## src/rtl/b64_pkg.sv

```systemverilog
// Package for the base64 encoder: widths, padding constant, queue entry type
// and the sextet-to-character mapping. No dependencies.
`default_nettype none

package b64_pkg;

	localparam int BYTE_W  = 8;
	localparam int CHAR_W  = 7;
	localparam int GROUP_W = 24;

	localparam logic [CHAR_W-1:0] PAD_CHAR = 7'h3D;

	typedef struct packed {
		logic [GROUP_W-1:0] group;
		logic [1:0]         present;
		logic               last;
	} b64_group_t;

	function automatic logic [CHAR_W-1:0] sextet_char(input logic [5:0] v);
		logic [CHAR_W-1:0] w;
		w = {1'b0, v};
		if (v < 6'd26)
			return 7'd65 + w;
		else if (v < 6'd52)
			return 7'd71 + w;
		else if (v < 6'd62)
			return w - 7'd4;
		else if (v == 6'd62)
			return 7'd43;
		else
			return 7'd47;
	endfunction

endpackage

`default_nettype wire

```

## src/rtl/b64_if.sv

```systemverilog
// Handshake channels of the base64 encoder: raw bytes in, characters out.
// Depends on b64_pkg.
`default_nettype none

interface b64_byte_if;
	import b64_pkg::*;
	logic              valid;
	logic              ready;
	logic [BYTE_W-1:0] data_byte;
	logic              end_of_message;

	modport source(output valid, data_byte, end_of_message, input ready);
	modport sink(input valid, data_byte, end_of_message, output ready);
endinterface

interface b64_char_if;
	import b64_pkg::*;
	logic              valid;
	logic              ready;
	logic [CHAR_W-1:0] out_char;
	logic              out_last;

	modport source(output valid, out_char, out_last, input ready);
	modport sink(input valid, out_char, out_last, output ready);
endinterface

`default_nettype wire

```

## src/rtl/base64_encoder.sv

```systemverilog
// Base64 encoder: one byte per beat in, one character per beat out.
// Throughput: four characters per group at one a cycle while the sink is ready, set
// by the back end's single character output register.
// Reset: arst_n clears the pending count, queue pointers and output valid.
// Depends on b64_pkg, b64_if, b64_front, b64_queue, b64_back.
`default_nettype none

module base64_encoder #(
	parameter int QUEUE_DEPTH = 2
) (
	input wire logic clk,
	input wire logic arst_n,
	b64_byte_if.sink raw,
	b64_char_if.source enc
);
	import b64_pkg::*;

	b64_group_t push_entry;
	logic       push_valid;
	logic       push_ready;
	b64_group_t pop_entry;
	logic       pop_valid;
	logic       pop_ready;

	b64_front u_front (
		.clk        (clk),
		.arst_n     (arst_n),
		.raw        (raw),
		.push_entry (push_entry),
		.push_valid (push_valid),
		.push_ready (push_ready)
	);

	b64_queue #(
		.DEPTH (QUEUE_DEPTH)
	) u_queue (
		.clk        (clk),
		.arst_n     (arst_n),
		.push_entry (push_entry),
		.push_valid (push_valid),
		.push_ready (push_ready),
		.pop_entry  (pop_entry),
		.pop_valid  (pop_valid),
		.pop_ready  (pop_ready)
	);

	b64_back u_back (
		.clk       (clk),
		.arst_n    (arst_n),
		.pop_entry (pop_entry),
		.pop_valid (pop_valid),
		.pop_ready (pop_ready),
		.enc       (enc)
	);

endmodule

`default_nettype wire

```

## src/rtl/b64_front.sv

```systemverilog
// Front end: collects bytes into 24-bit groups and pushes finished groups and the partial group that ends a message.
// Depends on b64_pkg and b64_byte_if.
`default_nettype none

module b64_front (
	input  wire logic           clk,
	input  wire logic           arst_n,
	b64_byte_if.sink            raw,
	output b64_pkg::b64_group_t push_entry,
	output logic                push_valid,
	input  wire logic           push_ready
);
	import b64_pkg::*;

	logic [15:0] pend_q;
	logic [1:0]  cnt_q;
	logic        accept;

	assign raw.ready  = push_ready;
	assign accept     = raw.valid && raw.ready;
	assign push_valid = raw.valid && ((cnt_q == 2'd2) || raw.end_of_message);

	always_comb begin
		push_entry.last = raw.end_of_message;
		case (cnt_q)
			2'd2: begin
				push_entry.group   = {pend_q, raw.data_byte};
				push_entry.present = 2'd3;
			end
			2'd1: begin
				push_entry.group   = {pend_q[15:8], raw.data_byte, 8'h00};
				push_entry.present = 2'd2;
			end
			default: begin
				push_entry.group   = {raw.data_byte, 16'h0000};
				push_entry.present = 2'd1;
			end
		endcase
	end

	always_ff @(posedge clk or negedge arst_n) begin
		if (!arst_n) begin
			cnt_q <= 2'd0;
		end else if (accept) begin
			if (push_valid)
				cnt_q <= 2'd0;
			else
				cnt_q <= cnt_q + 2'd1;
		end
	end

	always_ff @(posedge clk) begin
		if (accept && !push_valid) begin
			if (cnt_q == 2'd0)
				pend_q[15:8] <= raw.data_byte;
			else
				pend_q[7:0] <= raw.data_byte;
		end
	end

	a_cnt_range: assert property (@(posedge clk) disable iff (!arst_n)
		cnt_q != 2'd3)
		else $error("pending count out of range");

endmodule

`default_nettype wire

```

## src/rtl/b64_queue.sv

```systemverilog
// Short group queue between front and back ends.
// Depends on b64_pkg.
`default_nettype none

module b64_queue #(
	parameter int DEPTH = 2
) (
	input  wire logic                clk,
	input  wire logic                arst_n,
	input  wire b64_pkg::b64_group_t push_entry,
	input  wire logic                push_valid,
	output logic                     push_ready,
	output b64_pkg::b64_group_t      pop_entry,
	output logic                     pop_valid,
	input  wire logic                pop_ready
);
	import b64_pkg::*;

	localparam int PW = (DEPTH > 1) ? $clog2(DEPTH) : 1;
	localparam int CW = $clog2(DEPTH + 1);
	localparam logic [PW-1:0] LAST_PTR = PW'(DEPTH - 1);
	localparam logic [CW-1:0] FULL_CNT = CW'(DEPTH);

	b64_group_t    mem_q [DEPTH];
	logic [PW-1:0] wr_q;
	logic [PW-1:0] rd_q;
	logic [CW-1:0] cnt_q;
	logic          push;
	logic          pop;

	assign push_ready = cnt_q != FULL_CNT;
	assign pop_valid  = cnt_q != '0;
	assign pop_entry  = mem_q[rd_q];
	assign push       = push_valid && push_ready;
	assign pop        = pop_valid && pop_ready;

	always_ff @(posedge clk or negedge arst_n) begin
		if (!arst_n) begin
			wr_q  <= '0;
			rd_q  <= '0;
			cnt_q <= '0;
		end else begin
			if (push)
				wr_q <= (wr_q == LAST_PTR) ? '0 : wr_q + PW'(1);
			if (pop)
				rd_q <= (rd_q == LAST_PTR) ? '0 : rd_q + PW'(1);
			if (push && !pop)
				cnt_q <= cnt_q + CW'(1);
			else if (pop && !push)
				cnt_q <= cnt_q - CW'(1);
		end
	end

	always_ff @(posedge clk) begin
		if (push)
			mem_q[wr_q] <= push_entry;
	end

	a_no_overflow: assert property (@(posedge clk) disable iff (!arst_n)
		cnt_q <= FULL_CNT)
		else $error("group queue overflow");

	a_cnt_track: assert property (@(posedge clk) disable iff (!arst_n)
		(push && !pop) |=> (cnt_q == $past(cnt_q) + CW'(1)))
		else $error("group queue count lost a push");

endmodule

`default_nettype wire

```

## src/rtl/b64_back.sv

```systemverilog
// Back end: turns one queued group into four characters, one beat a cycle
// while the sink is ready, through a registered output. Depends on b64_pkg and b64_char_if.
`default_nettype none

module b64_back (
	input  wire logic                clk,
	input  wire logic                arst_n,
	input  wire b64_pkg::b64_group_t pop_entry,
	input  wire logic                pop_valid,
	output logic                     pop_ready,
	b64_char_if.source               enc
);
	import b64_pkg::*;

	b64_group_t        ent_q;
	logic              active_q;
	logic [1:0]        idx_q;
	logic              ovalid_q;
	logic [CHAR_W-1:0] ochar_q;
	logic              olast_q;
	logic              adv;
	logic [5:0]        sextet;
	logic [CHAR_W-1:0] next_char;

	assign adv       = active_q && (!ovalid_q || enc.ready);
	assign pop_ready = !active_q || (adv && (idx_q == 2'd3));

	always_comb begin
		case (idx_q)
			2'd0:    sextet = ent_q.group[23:18];
			2'd1:    sextet = ent_q.group[17:12];
			2'd2:    sextet = ent_q.group[11:6];
			default: sextet = ent_q.group[5:0];
		endcase
		if ((idx_q == 2'd2) && (ent_q.present < 2'd2))
			next_char = PAD_CHAR;
		else if ((idx_q == 2'd3) && (ent_q.present < 2'd3))
			next_char = PAD_CHAR;
		else
			next_char = sextet_char(sextet);
	end

	always_ff @(posedge clk or negedge arst_n) begin
		if (!arst_n) begin
			active_q <= 1'b0;
			idx_q    <= 2'd0;
			ovalid_q <= 1'b0;
		end else begin
			if (adv)
				idx_q <= idx_q + 2'd1;
			if (pop_ready)
				active_q <= pop_valid;
			if (adv)
				ovalid_q <= 1'b1;
			else if (enc.ready)
				ovalid_q <= 1'b0;
		end
	end

	always_ff @(posedge clk) begin
		if (pop_ready && pop_valid)
			ent_q <= pop_entry;
		if (adv) begin
			ochar_q <= next_char;
			olast_q <= ent_q.last && (idx_q == 2'd3);
		end
	end

	assign enc.valid    = ovalid_q;
	assign enc.out_char = ochar_q;
	assign enc.out_last = olast_q;

	a_idx_idle: assert property (@(posedge clk) disable iff (!arst_n)
		!active_q |-> (idx_q == 2'd0))
		else $error("character index not at start while idle");

	a_group_end: assert property (@(posedge clk) disable iff (!arst_n)
		(adv && (idx_q == 2'd3)) |=> (idx_q == 2'd0))
		else $error("group did not end after fourth character");

endmodule

`default_nettype wire

```

## src/flat_wrapper.sv

```systemverilog
// flat-port wrapper written by rule: the top's interface ports become plain ports
module base64_encoder_flat import b64_pkg::*;
#(
	parameter int QUEUE_DEPTH = 2
)
  (clk, arst_n, raw_valid, raw_data_byte, raw_end_of_message, raw_ready, enc_valid, enc_out_char, enc_out_last, enc_ready);
  b64_byte_if raw_i ();
  b64_char_if enc_i ();
  input wire logic clk;
  input wire logic arst_n;
  input wire logic [$bits(raw_i.valid)-1:0] raw_valid;
  input wire logic [$bits(raw_i.data_byte)-1:0] raw_data_byte;
  input wire logic [$bits(raw_i.end_of_message)-1:0] raw_end_of_message;
  output wire logic [$bits(raw_i.ready)-1:0] raw_ready;
  output wire logic [$bits(enc_i.valid)-1:0] enc_valid;
  output wire logic [$bits(enc_i.out_char)-1:0] enc_out_char;
  output wire logic [$bits(enc_i.out_last)-1:0] enc_out_last;
  input wire logic [$bits(enc_i.ready)-1:0] enc_ready;
  assign raw_i.valid = raw_valid;
  assign raw_i.data_byte = raw_data_byte;
  assign raw_i.end_of_message = raw_end_of_message;
  assign raw_ready = raw_i.ready;
  assign enc_valid = enc_i.valid;
  assign enc_out_char = enc_i.out_char;
  assign enc_out_last = enc_i.out_last;
  assign enc_i.ready = enc_ready;
  base64_encoder #(.QUEUE_DEPTH(QUEUE_DEPTH)) u_core (.clk(clk), .arst_n(arst_n), .raw(raw_i), .enc(enc_i));
endmodule
```

## config.mk

```make
export PLATFORM = sky130hd
export DESIGN_NAME = base64_encoder_flat
export DESIGN_NICKNAME = d
export VERILOG_FILES = /design/src/rtl/b64_pkg.sv /design/src/rtl/b64_if.sv /design/src/rtl/base64_encoder.sv /design/src/rtl/b64_front.sv /design/src/rtl/b64_queue.sv /design/src/rtl/b64_back.sv /design/src/flat_wrapper.sv
export SDC_FILE = /design/constraint.sdc
export NUM_CORES = 1
export LEC_CHECK = 0
export BUFFER_PORTS_ARGS = -buffer_cell sky130_fd_sc_hd__buf_2
export CAP_MARGIN = 15
export CORE_MARGIN = 10
export CORE_UTILIZATION = 40
export DETAILED_ROUTE_END_ITERATION = 8
export MAX_ROUTING_LAYER = met4
export PLACE_DENSITY = 0.63
export SYNTH_ARGS = -nofsm -noshare
export SYNTH_HDL_FRONTEND = slang
export SYNTH_HIERARCHICAL = 1
export SYNTH_SLANG_ARGS = --single-unit
```

## constraint.sdc

```tcl
create_clock -name clk -period 6.3 [get_ports clk]
set_input_delay 1.26 -clock clk [delete_from_list [all_inputs] [get_ports clk]]
set_output_delay 1.26 -clock clk [all_outputs]
set_load 0.02 [all_outputs]
```

==> summary.txt, run 1 <==
Worst setup path
  • Crit. End Element: register
  • Slowest stage delay, CP: 0.44 ns
  • Crit-path max FO: 13
  • R2r worst-path depth: 9
  • Cell Chain, Critical Path: ha_1 -> inv_2 -> mux2_2 -> inv_2 -> ha_1 -> a31oi_4 -> o21ai_1 -> o2111ai_1 -> a221o_1
  • RR Startpoint: u_core/u_back/idx_q[0]$_DFFE_PN0P_
  • CP Launch Type: register
  • WP data required: around 6.4 ns
  • Worst setup path start: u_core/u_back/idx_q[0]$_DFFE_PN0P_
  • Slowest cell on the critical path: mux2_2
  • R2r setup slk: 3.39 ns
  • Kind of critical path: reg2reg
  • CP arrival: about 3.1 ns
  • Reg-to-Reg End: u_core/u_back/enc.out_char[4]$_SDFFCE_PP1P_

Cells and area
  • Final Instance Count excl. Fillers: 548
  • Number of antenna diodes: 0
  • Nets: slightly below 400
  • Share of cells above drive strength 1: between 20 and 25%
  • Area growth syn-to-layout: 16.3%

Logic synthesis
  • Ranking of synthesized cells by area: edfxtp_1 (62%), mux2_4 (5.9%), dfrtp_1 (4.9%)
  • Complex-gate fraction of the synthesized area: 8.51%
  • Post-Syn Nets: 356
  • Post-Synth XOR/XNOR Area: 1.39%
  • EDFF count, synth: between 100 and 150
  • Adder-cell share of the synthesized area: between 2 and 3%
  • Synth warn: 6
  • Yosys reg bits: 115
  • Post-Synth Simple-Gate Area: 7.37%
  • Most common cell in the netlist: edfxtp_1
  • Most common library cells after synthesis: edfxtp_1 (105), nand2_1 (25), inv_1 (22)
  • Cell count after synthesis: about 330
  • Post-Syn Area per Cell: 15.2 µm²
  • Largest family of logic cells by synthesized area: multiplexers
  • Synth top area share: 62.3%
  • Post-synth top area cell: edfxtp_1
  • Sequential element share of the synthesized area: 67.3%
  • Multiplexer share of the synthesized area: 8.56%
  • Synthesized area: 5060 µm²
  • Synth async-reset ratio: 8.70%
  • Top_reg_cell synth: edfxtp_1
  • Post-synth cell types: 46

Global routing
  • Number of global-route vias before repair: between 2,000 and 3,000
  • Global-route wire length before repair: between 10,000 and 15,000 µm
  • Overall global routing resource usage: around a tenth
  • Largest net degree at the start of global routing: 36
  • Grt total ovfl: 0
  • Initial antenna violation count: 0

Placement
  • Hpwl dp: between 5000 and 6000 µm
  • Cells after DPL: 517
  • PortBufs: 22
  • Routability congestion estimate: 0.745

STA
  • Hold Fails Final Rpt: 0
  • Worst-Margin Slew: roughly 1.1 ns
  • Clock Skew: ~0.0093 ns
  • Setup_tns: 0 ns
  • Final setup violation count: 0
  • Tcrit/Tclk final: 46.2%
  • Count of pins over their slew limit: 0
  • Min cycle time layout: 2.91 ns
  • RSZ-0062 raised after global routing: no
  • Worst slew margin: between 20% and 30%
  • Max frequency: about 0.34 GHz

Detailed routing
  • Residual DRC count: 0
  • WL final: ~8000 µm
  • DR vias: about 2,600
  • Final ANT Viol Nets: 0
  • TritonRoute pass-1 iters: 7
  • WL/cell: about 14 µm
  • Initial DRC count: 241
  • Via-per-instance ratio: 4.78

CTS
  • Clock root buffer: clkbuf_16
  • Reg clk slew, reported paths: 0.05 ns
  • Clock Latency Late Sink: 0.40 ns
  • Htree depth: 4
  • CTS sink count: 115
  • CTS tree: done
  • Clock Path Buffers: 2
  • Post_cts resized: 0
  • Hold_buf cts: 0
  • Total CTS buffers: 17
  • Post-CTS setup buffers: 0

Min path
  • Hold/Removal Path Class: reg2reg
  • Min-delay src: u_core/u_queue/cnt_q[1]$_DFFE_PN0P_
  • Hold Path End: u_core/u_queue/cnt_q[1]$_DFFE_PN0P_
  • WHS Path Cells: 1

Power
  • Pleak: 0.00220 µW
  • Power Dens Cells: roughly 570 nW/µm²
  • Max IR drop VDD: approximately 0.40 mV

Floorplanning
  • # IOs: 23
  • Core box area: roughly 13,000 µm²
  • Die Area: 17,500 µm²
  • Row count: a little over 40
  • Die X: approximately 130 µm
  • Initial Util: around 40%
  • Die Y-Extent: approximately 130 µm

Outcome
  • Outcome: finished, final reports clean

Run
  • Max-cap viol count: 0
-- per-layer routing --
| metal | part of all wire (%) | vias up | wire, µm | global-route usage [%] |
|---|---|---|---|---|
| met5 | 0 | - | 0 | - |
| met4 | 0.70 | 0 | 55 | 4.40 |
| met3 | 4.1 | 4 | 321 | 3.75 |
| met2 | 48 | 56 | 3820 | 14.4 |
| met1 | 47 | 1245 | 3710 | 11.3 |
| li1 | - | 1313 | - | - |
-- cells by family (layout without fill, tap and decap cells) --
family,Yosys count,after routing
buffers and inverters,37,81
adders and majority gates,11,11
AOI/OAI and AO/OA,58,58
xor gates and xnor gates,8,8
DFF,115,115
and+or+nand+nor,71,71
muxes,32,32
-- sequential cells by signal, summed over array words and instances (netlist names) --
| signal | cells |
|---|---|
| u_core/u_queue/cnt_q | 2 |
| u_core/u_queue/mem_q | 54 |
| u_core/u_back/enc.valid | 1 |
| u_core/u_queue/rd_q | 1 |
| u_core/u_back/active_q | 1 |
| u_core/u_back/idx_q | 2 |
| u_core/u_back/enc.out_char | 7 |
| u_core/u_queue/wr_q | 1 |
| u_core/u_back/ent_q | 27 |
| u_core/u_back/enc.out_last | 1 |
| u_core/u_front/cnt_q | 2 |
| u_core/u_front/pend_q | 16 |
-- worst max path at each step --
| stage | to | slack [ns] |
|---|---|---|
| 3_5_place_dp | u_core/u_back/ent_q[25]$_DFFE_PP_ | 3.38 |
| 4_1_cts | u_core/u_back/enc.out_char[4]$_SDFFCE_PP1P_ | 3.37 |
| 2_1_floorplan | u_core/u_queue/mem_q[0][0]$_DFFE_PP_ | 3.27 |
| 6_report | u_core/u_back/enc.out_char[4]$_SDFFCE_PP1P_ | 3.39 |
| 5_1_grt | u_core/u_back/enc.out_char[4]$_SDFFCE_PP1P_ | 3.19 |
| 3_3_place_gp | u_core/u_back/ent_q[21]$_DFFE_PP_ | 3.40 |
-- cells in the final DEF (no fill, tap or decap), types with 7 or more instances in the layout --
master	count
edfxtp_1	105
nand2_1	25
buf_2	22
inv_1	22
mux2_4	20
clkbuf_16	17
a22oi_1	13
nor2b_1	12
ha_1	11
mux2_2	10
a21oi_1	10
dfrtp_1	10
and3_1	9
o22ai_1	8
nor2_1	7
-- final cells by class --
cell class | instances | area, µm²
clock buffers | 17 | 425
clock inverters | 14 | 161
flip-flops and latches | 115 | 3400
multi-input cells | 180 | 1450
repair buffers | 25 | 133
well taps | 172 | 215
fillers | 1072 | 6630
inverters | 25 | 98.8
-- power breakdown --
part / internal (µW) / switching (µW)
combinational: 504 / 728
sequential: 1130 / 56.8
clock: 617 / 325
total: 2250 / 1110
-- metrics by stage --
stage | area (µm²) | worst slack [ns] | hold WS [ns] | util [%] | power (µW)
detailed placement | 5300 | 3.38 | 0.496 | 42.3 | 2440
finish | 5880 | 3.39 | 0.492 | 47.0 | 3360
CTS | 5880 | 3.37 | 0.496 | 47.0 | 3390
global placement | 5300 | 3.40 | 0.474 | 42.3 | 2400
global route | 5880 | 3.19 | 0.504 | 47.0 | 3560
floorplan | 5060 | 3.27 | 0.456 | - | 2220
-- worst max-delay path: cells and delay by family, from the launching register on --
kind	cells	cell delay, ns
buffers and inverters	2	0.34
adder cells (fa/ha/maj)	2	0.70
AO/OA/AOI/OAI	4	0.75
multiplexers	1	0.44
flip-flops	1	0.42
Note: power is estimated with default switching activity, not from simulation.
==> run 2: changes to the inputs <==
Settings changed: ABC_AREA set to 1.
Clock period 6.3 ns to 2.89 ns, I/O delays scaled along.
==> run 2 against run 1 <==
  * Sequential share of layout area down 0.34 points
  * Area after synthesis grew 0.87%
  * Cell count grew 27%
  * Die area grew 0.74%
  * Flip-flop and latch count did not move
  * Critical endpoint is now u_core/u_back/enc.out_char[1]$_SDFFCE_PP0P_
  * Worst hold slack got worse by 0.47 ns
  * Clock power up 100%
  * Register-to-register slack got worse by 2.9 ns
  * Core utilization increased by 0.087 points
  * Critical path depth rose by 1
==> summary.txt, run 2 <==
Outcome
  • Outcome: finished, final reports clean

CTS
  • CTS sink count: 115
  • Post-CTS setup buffers: 0
  • Reg clk slew, reported paths: around 0.050 ns
  • CTS tree: done
  • Hold_buf cts: 0
  • Post_cts resized: 0
  • Clock Latency Late Sink: approximately 0.41 ns
  • Clock root buffer: clkbuf_16
  • Total CTS buffers: 17
  • Clock Path Buffers: 2
  • Htree depth: 4

Floorplanning
  • Die Y-Extent: roughly 130 µm
  • Die Area: roughly 18,000 µm²
  • Core box area: about 13,000 µm²
  • # IOs: 23
  • Die X: around 130 µm
  • Row count: between 40 and 50
  • Initial Util: between 40% and 50%

Worst setup path
  • CP Launch Type: register
  • Kind of critical path: reg2reg
  • Cell Chain, Critical Path: ha_1 -> inv_2 -> nand2_1 -> o21ai_2 -> inv_1 -> ha_1 -> a21oi_4 -> nand2_2 -> o21ai_0 -> nor2_1
  • R2r setup slk: roughly 0.45 ns
  • Crit path buf inv count: 2
  • WP data required: 3.05 ns
  • Crit-path max FO: 12
  • Slowest stage delay, CP: about 0.41 ns
  • Slowest cell on the critical path: dfrtp_1
  • Top delay family on crit path: compound AO/OA/AOI/OAI gates
  • Most used cell along the critical path: ha_1
  • CP arrival: ~2.6 ns
  • Crit. End Element: register

Logic synthesis
  • Most common cell in the netlist: nand2_1
  • Post-synth top area cell: edfxtp_1
  • Yosys reg bits: about 120
  • Synthesized area: a little over 5000 µm²
  • Synth warn: 6
  • Post-Syn Nets: roughly 500
  • Ranking of synthesized cells by area: edfxtp_1 (62%), nand2_1 (13%), dfrtp_1 (4.9%)
  • Post-synth cell types: 29
  • EDFF count, synth: about 110
  • Post-Syn Area per Cell: 10.8 µm²
  • Cell count after synthesis: between 400 and 500
  • Top_reg_cell synth: edfxtp_1
  • Synth async-reset ratio: approximately 8.7%
  • Synth top area share: about three fifths
  • Sequential element share of the synthesized area: between 60% and 70%
  • Most common library cells after synthesis: nand2_1 (180), edfxtp_1 (105), inv_1 (42)

Cells and area
  • Nets: about 530
  • Share of cells above drive strength 1: roughly 16%
  • Area growth syn-to-layout: 16.0%
  • Final Core Density: about 47%
  • Regs by FF count: u_core/u_queue/mem_q (54), u_core/u_back/ent_q (27), u_core/u_front/pend_q (16)
  • Biggest register: u_core/u_queue/mem_q
  • Commonest non-fill, non-tap cells in the layout: nand2_1 (180), edfxtp_1 (105), inv_1 (42)
  • Number of antenna diodes: 0
  • Commonest non-fill, non-tap cell in the layout: nand2_1
  • Largest register FFs: 54
  • Fill cells: 1,124

Placement
  • Routability congestion estimate: between 0.8 and 0.9
  • PortBufs: 22
  • Hpwl dp: approximately 6300 µm

Min path
  • Hold/Removal Path Class: in2async

Detailed routing
  • Final ANT Viol Nets: 0
  • WL/cell: between 10 and 15 µm
  • Residual DRC count: 0
  • Initial DRC count: 170
  • TritonRoute pass-1 iters: 4
  • WL final: 8820 µm
  • Via-per-instance ratio: between 4 and 5
  • DR vias: 3,084

Global routing
  • Grt total ovfl: 0
  • Initial antenna violation count: 0
  • Overall global routing resource usage: between 10 and 15%
  • Global-route wire length before repair: approximately 15,000 µm
  • Number of global-route vias before repair: ~3,000
  • Largest net degree at the start of global routing: 30

Run
  • Max-cap viol count: 0

STA
  • Min cycle time layout: 2.44 ns
  • Worst slew margin: between 50% and 60%
  • Hold Fails Final Rpt: 0
  • Clock Skew: between 0.007 and 0.008 ns
  • Max frequency: just over 0.4 GHz
  • Count of pins over their slew limit: 0
  • Tcrit/Tclk final: between 80% and 90%
  • RSZ-0062 raised after global routing: no
  • Worst-Margin Slew: roughly 0.67 ns
  • Setup_tns: 0 ns
  • Final setup violation count: 0

Power
  • Power Dens Cells: 1220 nW/µm²
  • Max IR drop VDD: 0.582 mV
  • Pleak: between 0.002 and 0.003 µW
## run 2: final cells by class
class / instances / area [µm²] / share of cell area [%]
clock buffer: 18 / 429 / 7.25
clock inverter: 14 / 120 / 2.03
inverter: 48 / 180 / 3.04
timing repair buffer: 27 / 148 / 2.49
sequential: 115 / 3400 / 57.5
tap: 172 / 215 / 3.64
multi-input combinational: 300 / 1420 / 24.0
## run 2: stage by stage
stage | cells | setup slack [ns] | cell area [µm²] | hold WS, ns | total power, µW
floorplan | 472 | 0.393 | 5100 | 0.282 | 4760
global placement | 662 | 0.559 | 5370 | 0.457 | 5280
detailed placement | 662 | 0.473 | 5370 | 0.461 | 5320
CTS | 694 | 0.459 | 5920 | 0.0233 | 7250
global route | 694 | 0.258 | 5920 | 0.0231 | 7750
finish | 694 | 0.445 | 5920 | 0.0262 | 7190
## run 2: logic make-up (layout without fill, tap and decap cells)
kind of cell,Yosys count,in the layout,share of synthesized area [%]
DFF,115,115,66.7
AOI/OAI and AO/OA,23,23,3.21
and+or+nand+nor,261,261,21.0
buffers and inverters,57,107,5.54
adders and majority gates,11,11,2.70
xor gates and xnor gates,5,5,0.858
## run 2: layer usage
| layer | track usage, % | vias up | routed length, µm |
|---|---|---|---|
| met5 | - | - | 0 |
| met4 | 6.66 | 0 | 188 |
| met3 | 3.94 | 9 | 382 |
| met2 | 16.9 | 65 | 4240 |
| met1 | 12.0 | 1381 | 4010 |
| li1 | - | 1629 | - |
## run 2: path summary, 6_finish.rpt
kind | cells past startpoint | startpoint | to
max | 10 | u_core/u_back/idx_q[0]$_DFFE_PN0P_ | u_core/u_back/enc.out_char[1]$_SDFFCE_PP0P_
min | 1 | arst_n | u_core/u_front/cnt_q[1]$_DFFE_PN0P_
max reg2reg | 10 | u_core/u_back/idx_q[0]$_DFFE_PN0P_ | u_core/u_back/enc.out_char[1]$_SDFFCE_PP0P_
min reg2reg | 2 | u_core/u_back/active_q$_DFFE_PN0N_ | u_core/u_back/enc.valid$_DFFE_PN0P_
max in group asynchronous | 1 | arst_n | u_core/u_queue/cnt_q[0]$_DFFE_PN0P_
min in group clk | 1 | raw_end_of_message | u_core/u_queue/mem_q[1][0]$_DFFE_PP_
## run 2: worst reg2reg max path, cell delays in order (launching register included)
cell and delay, ns:
dfrtp_1 0.41, ha_1 0.26, inv_2 0.19, nand2_1 0.11, o21ai_2 0.24, inv_1 0.12
ha_1 0.29, a21oi_4 0.20, nand2_2 0.14, o21ai_0 0.17, nor2_1 0.06
## run 2: where the power goes
| part | switching, µW | total, µW | internal, µW |
|---|---|---|---|
| logic | 1840 | 2650 | 816 |
| registers | 139 | 2630 | 2490 |
| clock network | 671 | 1910 | 1240 |
